## src/hw/rtl/flm_pkg.sv

```systemverilog
// Package for the fixed latency line memory: widths, command codes,
// register indexes, reset values and control structs. No dependencies.
`timescale 1ns / 1ps

package flm_pkg;

  // default geometry
  localparam int SLOTS_DEF      = 4;
  localparam int LINE_WORDS_DEF = 8;
  localparam int MAIN_DEPTH_DEF = 1024;
  localparam int IMEM_DEPTH_DEF = 1024;

  // field widths
  localparam int CMD_W      = 3;
  localparam int ID_W       = 8;
  localparam int ADDR_W     = 32;
  localparam int WORD_W     = 32;
  localparam int IDX_W      = 10;
  localparam int LAT_W      = 8;
  localparam int SIZE_W     = 11;
  localparam int CFG_IDX_W  = 2;
  localparam int CFG_DATA_W = 11;

  // command codes
  localparam logic [CMD_W-1:0] CMD_TICK         = 3'd0;
  localparam logic [CMD_W-1:0] CMD_STAGE        = 3'd1;
  localparam logic [CMD_W-1:0] CMD_REQUEST      = 3'd2;
  localparam logic [CMD_W-1:0] CMD_POP          = 3'd3;
  localparam logic [CMD_W-1:0] CMD_PRELOAD_MAIN = 3'd4;
  localparam logic [CMD_W-1:0] CMD_PRELOAD_IMEM = 3'd5;
  localparam logic [CMD_W-1:0] CMD_READ_MAIN    = 3'd6;

  // register indexes
  localparam logic [CFG_IDX_W-1:0] CFG_LATENCY      = 2'd0;
  localparam logic [CFG_IDX_W-1:0] CFG_IMEM_PRESENT = 2'd1;
  localparam logic [CFG_IDX_W-1:0] CFG_MAIN_SIZE    = 2'd2;
  localparam logic [CFG_IDX_W-1:0] CFG_IMEM_SIZE    = 2'd3;

  // register reset values
  localparam logic [LAT_W-1:0]  LATENCY_RST   = 8'd1;
  localparam logic [SIZE_W-1:0] MAIN_SIZE_RST = 11'd1024;
  localparam logic [SIZE_W-1:0] IMEM_SIZE_RST = 11'd1024;

  // word returned for instruction reads past the bound
  localparam logic [WORD_W-1:0] IMEM_OOB_WORD = 32'hFFFF_FFFF;

  // sequencer to slot table
  typedef struct packed {
    logic              tick;
    logic              alloc;
    logic              free;
    logic              is_write;
    logic [ADDR_W-1:0] addr;
    logic [ID_W-1:0]   tag;
    logic [LAT_W-1:0]  lat;
  } flm_slot_ctrl_t;

  // slot table to sequencer
  typedef struct packed {
    logic              free_found;
    logic              done_found;
    logic              sel_commit;
    logic [ADDR_W-1:0] sel_addr;
    logic [ID_W-1:0]   sel_tag;
  } flm_slot_stat_t;

endpackage

```

## src/hw/rtl/flm_slots.sv

```systemverilog
// Outstanding request slot table: valid, countdown, address, tag per slot,
// first-free and first-complete search. Depends on flm_pkg.
`timescale 1ns / 1ps

module flm_slots import flm_pkg::*; #(
  parameter int SLOTS = SLOTS_DEF,
  parameter int SW    = 2
) (
  input  logic           clk,
  input  logic           rst,
  input  flm_slot_ctrl_t ctrl,
  input  logic [SW-1:0]  sel,
  output flm_slot_stat_t stat,
  output logic [SW-1:0]  free_idx,
  output logic [SW-1:0]  done_idx
);

  logic [SLOTS-1:0]  valid;
  logic [SLOTS-1:0]  wr;
  logic [ADDR_W-1:0] addr [SLOTS];
  logic [ID_W-1:0]   tag  [SLOTS];
  logic [LAT_W-1:0]  cd   [SLOTS];
  logic              free_found;
  logic              done_found;

  // lowest free slot and lowest completed slot
  always_comb begin
    free_found = 1'b0;
    done_found = 1'b0;
    free_idx   = '0;
    done_idx   = '0;
    for (int s = SLOTS - 1; s >= 0; s--) begin
      if (!valid[s]) begin
        free_found = 1'b1;
        free_idx   = SW'(s);
      end
      if (valid[s] && cd[s] == '0) begin
        done_found = 1'b1;
        done_idx   = SW'(s);
      end
    end
  end

  always_comb begin
    stat.free_found = free_found;
    stat.done_found = done_found;
    stat.sel_commit = valid[sel] && cd[sel] == '0 && wr[sel];
    stat.sel_addr   = addr[sel];
    stat.sel_tag    = tag[sel];
  end

  // countdown, allocation and release
  always_ff @(posedge clk) begin
    if (rst) begin
      valid <= '0;
      wr    <= '0;
      for (int s = 0; s < SLOTS; s++) begin
        cd[s] <= '0;
      end
    end else begin
      for (int s = 0; s < SLOTS; s++) begin
        if (ctrl.tick && valid[s] && cd[s] != '0) begin
          cd[s] <= cd[s] - LAT_W'(1);
        end
      end
      if (ctrl.alloc) begin
        valid[free_idx] <= 1'b1;
        wr[free_idx]    <= ctrl.is_write;
        addr[free_idx]  <= ctrl.addr;
        tag[free_idx]   <= ctrl.tag;
        cd[free_idx]    <= ctrl.lat;
      end
      if (ctrl.free) begin
        valid[sel] <= 1'b0;
      end
    end
  end

endmodule

```

## config.mk

```make
export PLATFORM = sky130hd
export DESIGN_NAME = flm_slots
export DESIGN_NICKNAME = d
export VERILOG_FILES = /design/src/hw/rtl/flm_pkg.sv /design/src/hw/rtl/flm_slots.sv
export SDC_FILE = /design/constraint.sdc
export NUM_CORES = 1
export LEC_CHECK = 0
export BUFFER_PORTS_ARGS = -buffer_cell sky130_fd_sc_hd__buf_2
export CAP_MARGIN = 20
export CORE_ASPECT_RATIO = 0.8
export CORE_UTILIZATION = 54
export CTS_CLUSTER_DIAMETER = 200
export DETAILED_ROUTE_END_ITERATION = 10
export PLACE_DENSITY_LB_ADDON = 0.1
export SLEW_MARGIN = 5
export SYNTH_ARGS = -nofsm -noshare
export SYNTH_HDL_FRONTEND = slang
export SYNTH_SLANG_ARGS = --single-unit
```

## constraint.sdc

```tcl
create_clock -name clk -period 6.65 [get_ports clk]
set_input_delay 0.665 -clock clk [delete_from_list [all_inputs] [get_ports clk]]
set_output_delay 0.665 -clock clk [all_outputs]
set_load 0.1 [all_outputs]
```

Yosys cells after proc, flatten, opt, wreduce, memory -nomap -nowiden:

Memory sizes are Yosys's and may differ from the RTL's.
Index checks and enable logic that the tools add are counted.

* input port bits: 56
* RAM bits: 192
* output and inout port bits: 47
* bits in registers: 8
* word-level logic and storage cells: 94
* memories: 3

* reductions and logical operators: 25
* order comparisons: 4
* bitwise logic cells: 7
* add/subtract/negate cells: 4
* mux-type cells: 49

Memories
* addr: depth 4, width 32, rd ports 1, clocked after Yosys merged registers in 0, write ports 1, RTL line flm_slots.sv:20 `logic [ADDR_W-1:0] addr [SLOTS];`
* cd: depth 4, width 8, rd ports 5, clocked after Yosys merged registers in 0, write ports 5, RTL line flm_slots.sv:22 `logic [LAT_W-1:0] cd [SLOTS];`
* tag: depth 4, width 8, rd ports 1, clocked after Yosys merged registers in 0, write ports 1, RTL line flm_slots.sv:21 `logic [ID_W-1:0] tag [SLOTS];`

Operator list (count)
* logical NOT 8 bit: 5
* 2-to-1 mux 8 bit: 4
* nonzero test 8 bit: 4
* subtractor 8 x 1 -> 8 bit (second input constant): 4
* 2-to-1 mux 1 bit: 29
* logical AND 1 bit: 16
* 2-to-1 mux 2 bit: 8
* 2-to-1 mux 4 bit: 3
* < comparator 2 x 3 -> 1 bit (second input constant): 2
* AND 4 bit: 1
* binary-select mux 1 bit (select 2 bit): 2
* bitwise mux 4 bit: 1
* demux 1 bit (select 2 bit): 2
* greater-or-equal comparator 2 x 1 -> 1 bit (second input constant): 2
* NOT 4 bit: 1
* OR 1 bit: 4
* OR 4 bit: 1

Longest topological paths before layout:

* word-level depth: 13
* gate-level depth with buffers: 7
* gate-level depth less buffers: 6

Worst setup path after synthesis:

Ideal clock, no wire load.

* path kind: input-to-reg
* from: input rst
* to: memory addr[1][0] (enable)
* data arrival time: 4.041 ns
* data required time: 6.145 ns
* setup slack: 2.103 ns
* setup time: 0.505 ns
* cell stages on the path: 2
* buffers on the path: 1
* cells stage by stage: clkbuf_1 -> nor3_1

* longest elaborated chain between the ends: 2

Ends and longest elaborated chain
* from (decl): RTL line flm_slots.sv:10 `input logic rst,`
* 2-to-1 mux 1 bit: RTL line flm_slots.sv:54 `if (rst) begin`
* 2-to-1 mux 1 bit (not written as such): RTL line flm_slots.sv:69 `addr[free_idx] <= ctrl.addr;`
* to (decl): RTL line flm_slots.sv:20

No other way between the ends.

==> results.yml <==
clocking:
  cts_hold_repair.buffers: 0
  clock-sinks: 200
  worstSkewPairLatency_ns: 0.42
  htree_levels: 4
  cts_tree: "built"
  cts_resized: 0
  cts-root-buf: "clkbuf_16"
  cts-buffers-inserted: 17
  clock_path_buffers: 2
  cts_setup_buffers: 0
  path_clk_slew_ns: 0.07
global_route:
  grt.met3_usage_pct: 5.29
  grt_util_met2_pct: 33.3
  grt.total_usage_pct: 21.1
  grt_max_degree: 51
  grt_busiest_layer: "met2"
  grt_pass1_wl_um: 24200
  overflow: 0
  grt_use_met1_pct: 29.0
  first_global_vias: 4523
  antenna_found_initial: 0
timing:
  worstMarginPinSlew_ns: 0.909
  drv_slew: 0
  fin_worst_skew_ns: 0.00685
  slew-limit-headroom_pct: 39.4
  max_freq_mhz: 295
  min_period_over_period_pct: 50.9
  finalSetupViolations: 0
  finalSetupTns_ns: 0
  rsz0062_at_grt: "no"
  fin_crit_ns: 3.39
  finalHoldViolCount: 0
worst_setup_path:
  required_ns: 5.98
  path_class: "flip-flop to primary output"
  r2r_end: "tag[2][6]"
  cp-end-kind: "primary output"
  reg2regPathDepth: 3
  crit_arrival_ns: 2.72
  endpoint: "stat[40]"
  rrSetupSlack_ns: 4.10
  rr_startpoint: "valid[1]"
  cp_max_fo: 5
  worstSetupStartpoint: "cd[2][2]"
  slowest_delay_ns: 0.57
  worstPathCellList: "or4_4, or3_4, a2bb2oi_1, o31ai_2, buf_2"
  critPathLaunchType: "flip-flop"
  cpMaxStageDelayCell: "or4_4"
logic_synthesis:
  synth_top_area_share_pct: 70.7
  synth.avg_cell_area_um2: 17.6
  ys_warn_count: 0
  async_flop_share_pct: 0
  synth_seq_cells: 200
  netlist_area_um2: 8150
  synth_edf_count: 192
  ys_types: 46
  synth.net_count: 523
  ys.flop_type: "edfxtp_1"
  syn_inst: 463
  netlist_top_cells_area: "edfxtp_1 71%, mux4_2 11%, xnor2_1 2.1%"
  netlist.top_cell.by_area: "edfxtp_1"
  seq_area_frac_synth_pct: 72.7
floorplan:
  die_y_um: 112
  die_area_um2: 15600
  num_rows: 39
  fp.coreArea_um2: 14500
  io_pins: 103
  fp.dieW_um: 139
  initial_utilization_pct: 56.3
pwr:
  p_int_w: 0.00201
  clkPwrFrac_pct: 35.2
  p_sw_w: 0.000672
  powerDensity_nw_per_um2: 285
  power_frac_seq_pct: 53.5
  p_sw_share_pct: 25.0
  ir_worst_vdd_mv: 0.171
  power_leakage_nw: 3.21
  p_comb_share_pct: 11.3
placement:
  io_buffers: 102
  place_congestion: 0.876
  placed_area_um2: 8890
  dp_hpwl_um: 9790
cells_and_area:
  final_cell_area_um2: 9430
  areaGrowthSynthToFinish_pct: 15.6
  diodes: 0
  final_nets: 633
  n_fill_cell: 1057
  final_layout_size_suffix_gt1_share_pct: 32.1
  postLayoutCoreUtil_pct: 65.1
worst_hold_path:
  min_path_type: "input port to flip-flop"
route:
  drc: 0
  first_pass_iters: 5
  dr_total_vias: 4456
  ant_nets: 0
  initialDrtViolationCount: 324
  wire_per_inst_um: 19.9
  viasPerCell: 5.79
  drt_wl_total_um: 15300
status:
  outcome: "finished, final reports clean"
flow_run:
  drv_cap: 0
-- layout make-up --
class | instances | area [µm²] | area share [%]
sequential | 200 | 5930 | 62.8
multi-input combinational | 231 | 2120 | 22.5
timing repair buffer | 109 | 563 | 5.97
clock buffer | 20 | 437 | 4.63
tap | 184 | 230 | 2.44
clock inverter | 12 | 101 | 1.07
inverter | 14 | 52.6 | 0.557
-- routing by layer --
metal  vias up  part of all wire, %
met5         -                    0
met1      2259                   44
met3         9                  6.0
met4         0                  1.1
li1       2065                    -
met2       123                   49
-- sequential cells by signal, indices dropped and copies added, names as in the netlist --
signal  count
tag        32
cd         32
wr          4
valid       4
addr      128
-- worst min-delay path by stage --
stage,start,end,slack [ns],cells after the start
2_1_floorplan,wr[0],wr[0],0.44,1
3_3_place_gp,wr[2],wr[2],0.47,2
3_5_place_dp,wr[2],wr[2],0.47,2
4_1_cts,ctrl[18],addr[3][2],0.44,1
5_1_grt,ctrl[25],addr[3][9],0.44,1
6_report,ctrl[18],addr[3][2],0.46,1
-- power by group through the flow --
stage	Sequential (W)	Clock, W	Combinational (W)
after floorplan	0.00146	0	0.000237
after global placement	0.00146	0	0.000300
after detailed placement	0.00146	0	0.000305
after CTS	0.00144	0.000968	0.000305
after global routing	0.00144	0.00101	0.000320
final	0.00144	0.000944	0.000303
-- cell usage after synthesis (all sizes together) (2+ instances only) --
cell,number
nor4,7
nand3,5
mux4,40
o2bb2ai,8
or4,4
xnor2,20
a21oi,5
or3,2
nor2b,2
a21boi,3
nor2,21
clkbuf,7
ha,4
nor3b,4
o21ai,29
nand4,3
inv,14
buf,11
o211ai,2
dfxtp,8
edfxtp,192
xor2,4
a311oi,2
nor3,9
nand2,42
or2,3
-- cell usage in the layout (no fill, tap or decap), types with 4 or more instances in the layout --
master,count
xor2_1,4
inv_1,14
nor3b_1,4
o21ai_0,29
a21oi_1,5
nor2_1,21
ha_1,4
clkbuf_16,17
nand3_1,5
nor4_1,6
nor3_1,6
o2bb2ai_1,8
nand2_1,42
buf_2,102
buf_4,7
xnor2_1,20
edfxtp_1,192
mux4_2,40
dfxtp_1,8
-- metrics by stage --
stage | hold slack, ns | setup slack [ns] | instances | total power (W)
after floorplan | 0.442 | 2.10 | 463 | 0.00170
after global placement | 0.472 | 3.57 | 737 | 0.00176
after detailed placement | 0.472 | 3.55 | 738 | 0.00177
after CTS | 0.438 | 3.24 | 770 | 0.00271
after global routing | 0.441 | 3.17 | 770 | 0.00277
final | 0.459 | 3.26 | 770 | 0.00268
-- worst max-delay path, delay by kind of cell (launching register included) --
family	cells	cell delay (ns)
AO/OA/AOI/OAI	2	0.42
flip-flops	1	0.46
buffers and inverters	1	0.47
AND/OR/NAND/NOR	2	0.95
-- logic make-up after synthesis --
family | count (synthesis) | share of synthesized area, %
adder cells (fa/ha/maj) | 4 | 0.614
buffers and inverters | 32 | 1.66
multiplexers | 41 | 11.2
AO/OA/AOI/OAI | 59 | 5.11
AND/OR/NAND/NOR | 103 | 6.20
flip-flops | 200 | 72.7
XOR/XNOR | 24 | 2.58
(Power assumes the default switching activity.)
